$ cat src/hw/rtl/sfcd_pkg.sv
`default_nettype none
// ----------------------------------------------------------------------------
// sfcd_pkg
// Shared constants, types and helpers for the sync-byte frame deframer.
// ----------------------------------------------------------------------------
package sfcd_pkg;

   // frame geometry
   localparam int CHANNELS = 10;
   localparam int ADDR_W   = (CHANNELS > 1) ? $clog2(CHANNELS) : 1;
   localparam int CNT_W    = $clog2(CHANNELS + 1);
   localparam int IDX_W    = 4;

   localparam logic [7:0] SYNC_BYTE = 8'hFF;
   localparam logic [7:0] SUM_ALIAS = 8'hFF;

   // write port of the frame buffer
   typedef struct packed {
      logic              en;
      logic [ADDR_W-1:0] addr;
      logic [7:0]        data;
   } ram_wr_type;

   // read port of the frame buffer
   typedef struct packed {
      logic              en;
      logic [ADDR_W-1:0] addr;
   } ram_rd_type;

   // map a buffer address onto the 4-bit channel index (masked)
   function automatic logic [IDX_W-1:0] to_index(input logic [ADDR_W-1:0] a);
      logic [31:0] wide;
      wide = 32'(a);
      return wide[IDX_W-1:0];
   endfunction

endpackage
`default_nettype wire

$ cat src/hw/rtl/sync_frame_checksum_deframer.sv
`default_nettype none
// ----------------------------------------------------------------------------
// sync_frame_checksum_deframer
// Collects a sync-led frame of channel bytes into a buffer, checks the
// additive checksum and replays the buffered values when it matches.
// ----------------------------------------------------------------------------
//  channel | direction | ports                                   | word
//  req     | in        | req_valid req_ready req_rx_byte         | one byte
//  rsp     | out       | rsp_valid rsp_ready rsp_channel_index   | one value
//          |           | rsp_channel_value rsp_last_of_frame     |
//
//  A received byte is taken whenever offered while the block hunts or fills.
//  A matching checksum starts a replay of CHANNELS values; each value takes
//  a buffer read state, then an output load state, through the single read
//  port, one value at a time. req_ready is low during the replay.
//  Reset returns the block to sync hunt; buffer contents are not cleared.
//  A stalled rsp holds the replay on the current value.
// ----------------------------------------------------------------------------
module sync_frame_checksum_deframer
   import sfcd_pkg::*;
(
   input  wire logic             clock,
   input  wire logic             reset,
   input  wire logic             req_valid,
   output logic                  req_ready,
   input  wire logic [7:0]       req_rx_byte,
   output logic                  rsp_valid,
   input  wire logic             rsp_ready,
   output logic [IDX_W-1:0]      rsp_channel_index,
   output logic [7:0]            rsp_channel_value,
   output logic                  rsp_last_of_frame
);

   typedef enum logic [3:0] {
      ST_HUNT = 4'b0001,
      ST_FILL = 4'b0010,
      ST_READ = 4'b0100,
      ST_LOAD = 4'b1000
   } state_type;

   state_type         state_ff, state_in;
   logic [CNT_W-1:0]  count_ff, count_in;
   logic [7:0]        sum_ff, sum_in;
   logic [ADDR_W-1:0] ptr_ff, ptr_in;
   logic              rsp_valid_ff, rsp_valid_in;
   logic [IDX_W-1:0]  rsp_index_ff, rsp_index_in;
   logic [7:0]        rsp_value_ff, rsp_value_in;
   logic              rsp_last_ff, rsp_last_in;

   ram_wr_type        ram_wr;
   ram_rd_type        ram_rd;
   logic [7:0]        ram_rd_data;
   logic              req_take;
   logic              rsp_free;
   logic [7:0]        expect_sum;
   logic              ptr_last;

   sfcd_frame_ram u_ram (
      .clock   (clock),
      .wr      (ram_wr),
      .rd      (ram_rd),
      .rd_data (ram_rd_data)
   );

   assign req_ready  = (state_ff == ST_HUNT) || (state_ff == ST_FILL);
   assign req_take   = req_valid && req_ready;
   assign rsp_free   = !rsp_valid_ff || rsp_ready;
   assign expect_sum = (sum_ff == SUM_ALIAS) ? 8'h00 : sum_ff;
   assign ptr_last   = (ptr_ff == ADDR_W'(CHANNELS - 1));

   // frame control, buffer access and output loading
   always_comb begin
      state_in     = state_ff;
      count_in     = count_ff;
      sum_in       = sum_ff;
      ptr_in       = ptr_ff;
      rsp_valid_in = rsp_valid_ff && !rsp_ready;
      rsp_index_in = rsp_index_ff;
      rsp_value_in = rsp_value_ff;
      rsp_last_in  = rsp_last_ff;
      ram_wr.en    = 1'b0;
      ram_wr.addr  = count_ff[ADDR_W-1:0];
      ram_wr.data  = req_rx_byte;
      ram_rd.en    = 1'b0;
      ram_rd.addr  = ptr_ff;

      unique case (state_ff)
         ST_HUNT: begin
            if (req_take && req_rx_byte == SYNC_BYTE) begin
               state_in = ST_FILL;
               count_in = '0;
               sum_in   = '0;
            end
         end
         ST_FILL: begin
            if (req_take) begin
               if (req_rx_byte == SYNC_BYTE) begin
                  // restart the frame
                  count_in = '0;
                  sum_in   = '0;
               end else if (count_ff != CNT_W'(CHANNELS)) begin
                  // store a value and accumulate
                  ram_wr.en = 1'b1;
                  count_in  = count_ff + CNT_W'(1);
                  sum_in    = sum_ff + req_rx_byte;
               end else begin
                  // checksum byte: replay on match, drop otherwise
                  count_in = '0;
                  sum_in   = '0;
                  ptr_in   = '0;
                  state_in = (req_rx_byte == expect_sum) ? ST_READ : ST_HUNT;
               end
            end
         end
         ST_READ: begin
            ram_rd.en = 1'b1;
            state_in  = ST_LOAD;
         end
         ST_LOAD: begin
            if (rsp_free) begin
               rsp_valid_in = 1'b1;
               rsp_index_in = to_index(ptr_ff);
               rsp_value_in = ram_rd_data;
               rsp_last_in  = ptr_last;
               if (ptr_last) begin
                  state_in = ST_HUNT;
               end else begin
                  ptr_in   = ptr_ff + ADDR_W'(1);
                  state_in = ST_READ;
               end
            end
         end
         default: begin
            state_in = ST_HUNT;
         end
      endcase
   end

   // control registers
   always_ff @(posedge clock) begin
      if (reset) begin
         state_ff     <= ST_HUNT;
         count_ff     <= '0;
         sum_ff       <= '0;
         ptr_ff       <= '0;
         rsp_valid_ff <= 1'b0;
      end else begin
         state_ff     <= state_in;
         count_ff     <= count_in;
         sum_ff       <= sum_in;
         ptr_ff       <= ptr_in;
         rsp_valid_ff <= rsp_valid_in;
      end
   end

   // output payload
   always_ff @(posedge clock) begin
      rsp_index_ff <= rsp_index_in;
      rsp_value_ff <= rsp_value_in;
      rsp_last_ff  <= rsp_last_in;
   end

   assign rsp_valid         = rsp_valid_ff;
   assign rsp_channel_index = rsp_index_ff;
   assign rsp_channel_value = rsp_value_ff;
   assign rsp_last_of_frame = rsp_last_ff;

endmodule
`default_nettype wire

$ cat src/hw/rtl/sfcd_frame_ram.sv
`default_nettype none
// ----------------------------------------------------------------------------
// sfcd_frame_ram
// Frame value buffer: one write port, one read port, registered read data.
// ----------------------------------------------------------------------------
module sfcd_frame_ram
   import sfcd_pkg::*;
(
   input  wire logic       clock,
   input  wire ram_wr_type wr,
   input  wire ram_rd_type rd,
   output logic [7:0]      rd_data
);

   logic [7:0] mem_ff [CHANNELS];

   // store a received value
   always_ff @(posedge clock) begin
      if (wr.en) begin
         mem_ff[wr.addr] <= wr.data;
      end
   end

   // read one entry; hold the data between reads
   always_ff @(posedge clock) begin
      if (rd.en) begin
         rd_data <= mem_ff[rd.addr];
      end
   end

endmodule
`default_nettype wire
$ cat config.mk
export PLATFORM = sky130hd
export DESIGN_NAME = sync_frame_checksum_deframer
export DESIGN_NICKNAME = d
export VERILOG_FILES = /design/src/hw/rtl/sfcd_pkg.sv /design/src/hw/rtl/sync_frame_checksum_deframer.sv /design/src/hw/rtl/sfcd_frame_ram.sv
export SDC_FILE = /design/constraint.sdc
export NUM_CORES = 1
export LEC_CHECK = 0
export BUFFER_PORTS_ARGS = -buffer_cell sky130_fd_sc_hd__buf_2
export CAP_MARGIN = 0
export CORE_ASPECT_RATIO = 0.9
export CORE_UTILIZATION = 45
export DETAILED_ROUTE_END_ITERATION = 8
export SLEW_MARGIN = 15
export SYNTH_ARGS = -nofsm -noshare
export SYNTH_HDL_FRONTEND = slang
export SYNTH_HIERARCHICAL = 1
export SYNTH_SLANG_ARGS = --single-unit
$ cat constraint.sdc
create_clock -name clock -period 5.9 [get_ports clock]
set_clock_uncertainty 0.1 [all_clocks]
set_input_delay 0.885 -clock clock [delete_from_list [all_inputs] [get_ports clock]]
set_output_delay 0.885 -clock clock [all_outputs]
set_load 0.1 [all_outputs]
; ---- Yosys cells after proc, flatten, opt, wreduce, memory -nomap -nowiden
; Memory sizes are Yosys's and may differ from the RTL's. A register that Yosys moved wholly into a read port is not among the register bits.
; Index checks and enable logic that the tools add are counted.
[classes]
add_sub_neg = 3
eq_ne = 15
mux = 34
n_reduce_logical = 13
[op_table]
columns = op, n
row1 = 4-bit two-way mux, 14
row2 = 8-bit two-way mux, 5
row3 = "8-bit == test, second input constant", 2
row4 = 4-bit case mux with 2 select lines, 2
row5 = 4-bit case mux with 4 select lines, 1
row6 = 8-bit case mux with 2 select lines, 1
row7 = "2-bit != test, second input constant", 5
row8 = 1-bit two-way mux, 9
row9 = "4-bit by 1-bit adder with 4-bit output, second input constant", 2
row10 = 8-bit adder, 1
row11 = "4-bit == test, second input constant", 2
row12 = 8-bit == test, 1
row13 = 3-bit two-way mux, 2
row14 = 6-bit AND reduction, 1
row15 = 5-bit AND reduction, 1
row16 = "4-bit by 1-bit == test with 1-bit output, second input constant", 1
row17 = "4-bit by 2-bit == test with 1-bit output, second input constant", 1
row18 = "4-bit by 3-bit == test with 1-bit output, second input constant", 1
row19 = "4-bit != test, second input constant", 1
row20 = 2-bit nonzero test, 2
row21 = 1-bit logical AND, 3
row22 = 3-bit AND reduction, 1
row23 = 1-bit zero test, 2
row24 = 1-bit logical OR, 2
row25 = other kinds (2), 2
[totals]
regBits = 34
mem_bits_rw = 80
output_inout_bits = 15
word_cells = 74
mem_count = 1
[memory_table]
columns = memory, words, width, rd, rd_clocked_by_memory_dff, write_ports, line_no
row1 = u_ram.mem_ff, 10, 8, 1, 1, 1, sfcd_frame_ram.sv:15  ; logic [7:0] mem_ff [CHANNELS];

; ---- Depth between registers and ports, before layout
[depth]
ltp_word = 8
mapped_depth = 9
mapped_depth_nobuf = 8

; ---- Hierarchy
; Netlist, hierarchy kept.
[by_module_without_submodules]
columns = mod, instances, cells_per_inst, area_per_inst_um2, seq_area_each_um2
row1 = sfcd_frame_ram, 1, 189, 3482.1, 2642.5
row2 = sync_frame_checksum_deframer, 1, 196, 1896.8, 810.8

; ---- Worst setup path after synthesis
; Ideal clock, no wire load.
[synth_timing]
path_kind = input -> register
startpoint = input port req_rx_byte[6]
endpoint = memory u_ram.mem_ff[0][0], enable pin
setup_ps = 383
arrival_time_ps = 2583
required_time_ps = 5417
setup_slack_ps = 2834
stages = 6
cell_sequence = nand4_1 -> o21bai_1 -> nor3_2 -> buf_4 -> or3b_2 -> nor3_1
[synth_lines]
columns = item, line_no
row1 = start: declaration, sync_frame_checksum_deframer.sv:26  ; input wire logic [7:0] req_rx_byte,
row2 = end: declaration, sfcd_frame_ram.sv:15

; ---- Final worst setup path
[layout_timing]
startpoint = register count_ff[0]
endpoint = memory u_ram.mem_ff[2][5], enable pin
[layout_between]
elab_chain_len = 7
[layout_lines]
columns = item, line_no
row1 = start: declaration, sync_frame_checksum_deframer.sv:42  ; logic [CNT_W-1:0] count_ff, count_in;
row2 = start signal: assignment, sync_frame_checksum_deframer.sv:149  ; count_ff <= count_in;
row3 = 4-bit != test, sync_frame_checksum_deframer.sv:101  ; end else if (count_ff != CNT_W'(CHANNELS)) begin
row4 = 1-bit two-way mux, sync_frame_checksum_deframer.sv:101
row5 = 1-bit two-way mux, sync_frame_checksum_deframer.sv:97  ; if (req_rx_byte == SYNC_BYTE) begin
row6 = 1-bit two-way mux, sync_frame_checksum_deframer.sv:96  ; if (req_take) begin
row7 = 1-bit two-way mux, sync_frame_checksum_deframer.sv:87  ; unique case (state_ff)
row8 = 1-bit two-way mux, sfcd_frame_ram.sv:19  ; if (wr.en) begin
row9 = 1-bit two-way mux (not written as such), sfcd_frame_ram.sv:20  ; mem_ff[wr.addr] <= wr.data;
; Parallel ways exist; a longest one is shown, timed or not.

==> run summary <==
H-tree depth: 4
GRT Util Overall: 19.7%
Fin Setup TNS: 0 ps
die width: 117 µm
VDD IR max: 0.209 mV
ys flop type: edfxtp_1
layout cell share with drive strength beyond 1: 21.5%
Crit Path Class: reg -> reg
Clock Pin Slew Worst Setup and Hold Paths: 60 ps
WP data arrival: 3450 ps
routed vias: 3,210
1st-iter DRT viols: 267
CTS buffer count: 17
DRC Markers: 0
final wirelength: 10,900 µm
hold_sp: u_ram/rd_data[6]
synth unique cells: 55
Layout area overhead: 15.4%
Hold EP: rsp_channel_value[6]
final non-filler cell total: 589
IO buf count: 26
max_slew headroom: 33.2%
dpl cells: 557
Fill cells: 943
# diodes: 0
Post-Place Worst Slack: 1810 ps
total core area: 11,500 µm²
largest net degree at the start of global routing: 48
Final #Nets: 444
Die Y: 106 µm
R2R depth: 7
vias in the first global route: 3,184
final worst path period share: 59.5%
die area: 12,400 µm²
synthesized net count: 409
YS warnings: 6
worst hold stages: 0
mean post-synth cell area: 14.0 µm²
Power, Total: 2.00 mW
Hold Path Class: reg -> reg
detailed placer's ending HPWL: 7100 µm
Final Hold Viols: 0
Reg-to-Reg End: u_ram/mem_ff[2][5]
Congestion Overflow GR: 0
DR WL/cell: 18.4 µm
Synth Cell Area: 5380 µm²
Post-Syn Instances: 385
clk_lat worst skew: 410 ps
Yosys reg bits: 122
Final Setup Violations: 0
crit path launch type: flip-flop
status: finished, final reports clean
first-pass GRT wire length: 17,200 µm
Worst-Margin Slew: 998 ps
area leader, netlist: edfxtp_1
setup ws final: 2390 ps
root buf cell: clkbuf_16
Finished Cell Area: 6210 µm²
top cells by area, synth: edfxtp_1 (56%), dfxtp_1 (7.8%), mux2_2 (5.2%)
Starting Density: 46.7%
CTS Hold Bufs: 0
Fmax: 285 MHz
CTS tree: built
Vias/cell: 5.45
placed inst area: 5620 µm²
Async SR Flop Fraction: 0%
fin. max-slew vios: 0
Req. time, crit path: 5840 ps
antenna-violating nets left: 0
clk sinks: 122
First-pass DRT Iterations: 5
maxcap violations: 0
Post-CTS Setup Repair Bufs: 0
Synth top area share: 56.4%
Fin Hold WS: 316 ps
R2R setup slack: 2390 ps
Final Wtd Congestion: 0.770
Tmin final: 3510 ps
Util after Layout: 53.9%
initial antenna violation count: 0
pwr/cell area: 322 nW/µm²
RR Startpoint: count_ff[0]
crit-path max FO: 13
P_leak: 2.05 nW
clk buf depth: 2
Seq/Total Area, Yosys: 64.2%
Worst Setup End Kind: flip-flop
FP Rows: 37
io pins: 27
Resized Gates After CTS: 0
unrepaired setup endpoints after global routing: false
Post-synth EDFFs: 101
[cells by family (layout without fill, tap and decap cells)]
logic type	Yosys count	after routing	synth area share (%)
adders and majority gates	12	12	2.93
muxes	42	42	8.40
DFF	122	122	64.2
buffers and inverters	19	67	2.49
AOI/OAI and AO/OA	69	69	9.23
and+or+nand+nor	107	107	10.5
xor gates and xnor gates	14	14	2.28
[layout by cell type (no fill, tap or decap), drive strengths merged, types with 3 or more instances in the layout]
master	instances
o211ai	3
mux2	25
nand2b	8
nor3	9
a21oi	10
ha	11
xnor2	7
xor2	7
nand2	25
dfxtp	21
nand3b	3
or3	4
o22ai	10
o21bai	3
o31ai	9
nand3	8
a22oi	5
inv	7
clkinv	7
o21ai	9
nand4	7
mux2i	17
clkbuf	18
a22o	8
clkinvlp	3
bufinv	3
edfxtp	101
buf	29
nor2	32
[worst max path at each step]
stage	endpoint	slack, ps	startpoint	depth (start not counted)
after global routing	u_ram/mem_ff[3][2]	2130	count_ff[0]	7
after floorplan	u_ram/mem_ff[0][0]	2830	req_rx_byte[6]	6
final	u_ram/mem_ff[2][5]	2390	count_ff[0]	7
after global placement	u_ram/mem_ff[0][0]	1950	req_rx_byte[1]	6
after detailed placement	u_ram/mem_ff[0][5]	1810	req_rx_byte[1]	6
after CTS	u_ram/mem_ff[0][2]	2100	count_ff[0]	7
[Yosys cell counts, types with 9 or more instances]
master and count:
mux2_2 25, o21ai_0 9, mux2i_1 17, nand2_1 24, nor2_1 32, ha_1 11, a21oi_1 10, edfxtp_1 101
dfxtp_1 21, o22ai_1 10
[per-layer routing]
layer  routed length, µm  part of all wire, %  up-vias  GRT usage, %
li1                    -                    -     1550             -
met1                5070                   47     1584          27.2
met2                5200                   48       74          28.9
met3                 540                  5.0        2          5.41
met4                  49                 0.45        0          9.04
met5                   0                    0        -             0
[where the power goes]
part / switching [mW] / total (mW) / leakage, nW / internal, mW
combinational: 0.0338 / 0.0461 / 0.705 / 0.0122
clock: 0.364 / 1.02 / 0.274 / 0.656
sequential: 0.00288 / 0.933 / 1.07 / 0.930
[critical path, cell delays in order (launching register included)]
cell and delay (ps):
dfxtp_1 540, inv_1 80, ha_1 200, and3b_1 160, o21bai_1 170, nor3_2 680
or3b_2 560, nor2_1 650
[area by class of cell]
cell class              instances  area [µm²]  area share (%)
multi-input cells             244        1800            29.0
flip-flops and latches        122        3450            55.6
repair buffers                 29         153            2.46
inverters                       6        22.5           0.363
clock buffers                  18         429            6.91
clock inverters                14         154            2.48
well taps                     156         195            3.14
[state kept, by name, indices dropped and copies added, names as in the netlist]
| name | count |
|---|---|
| count_ff | 4 |
| state_ff | 4 |
| u_ram/mem_ff | 80 |
| ptr_ff | 4 |
| rsp_channel_value | 8 |
| rsp_valid | 1 |
| u_ram/rd_data | 8 |
| sum_ff | 8 |
| rsp_last_of_frame | 1 |
| rsp_channel_index | 4 |
(Power assumes the default switching activity.)
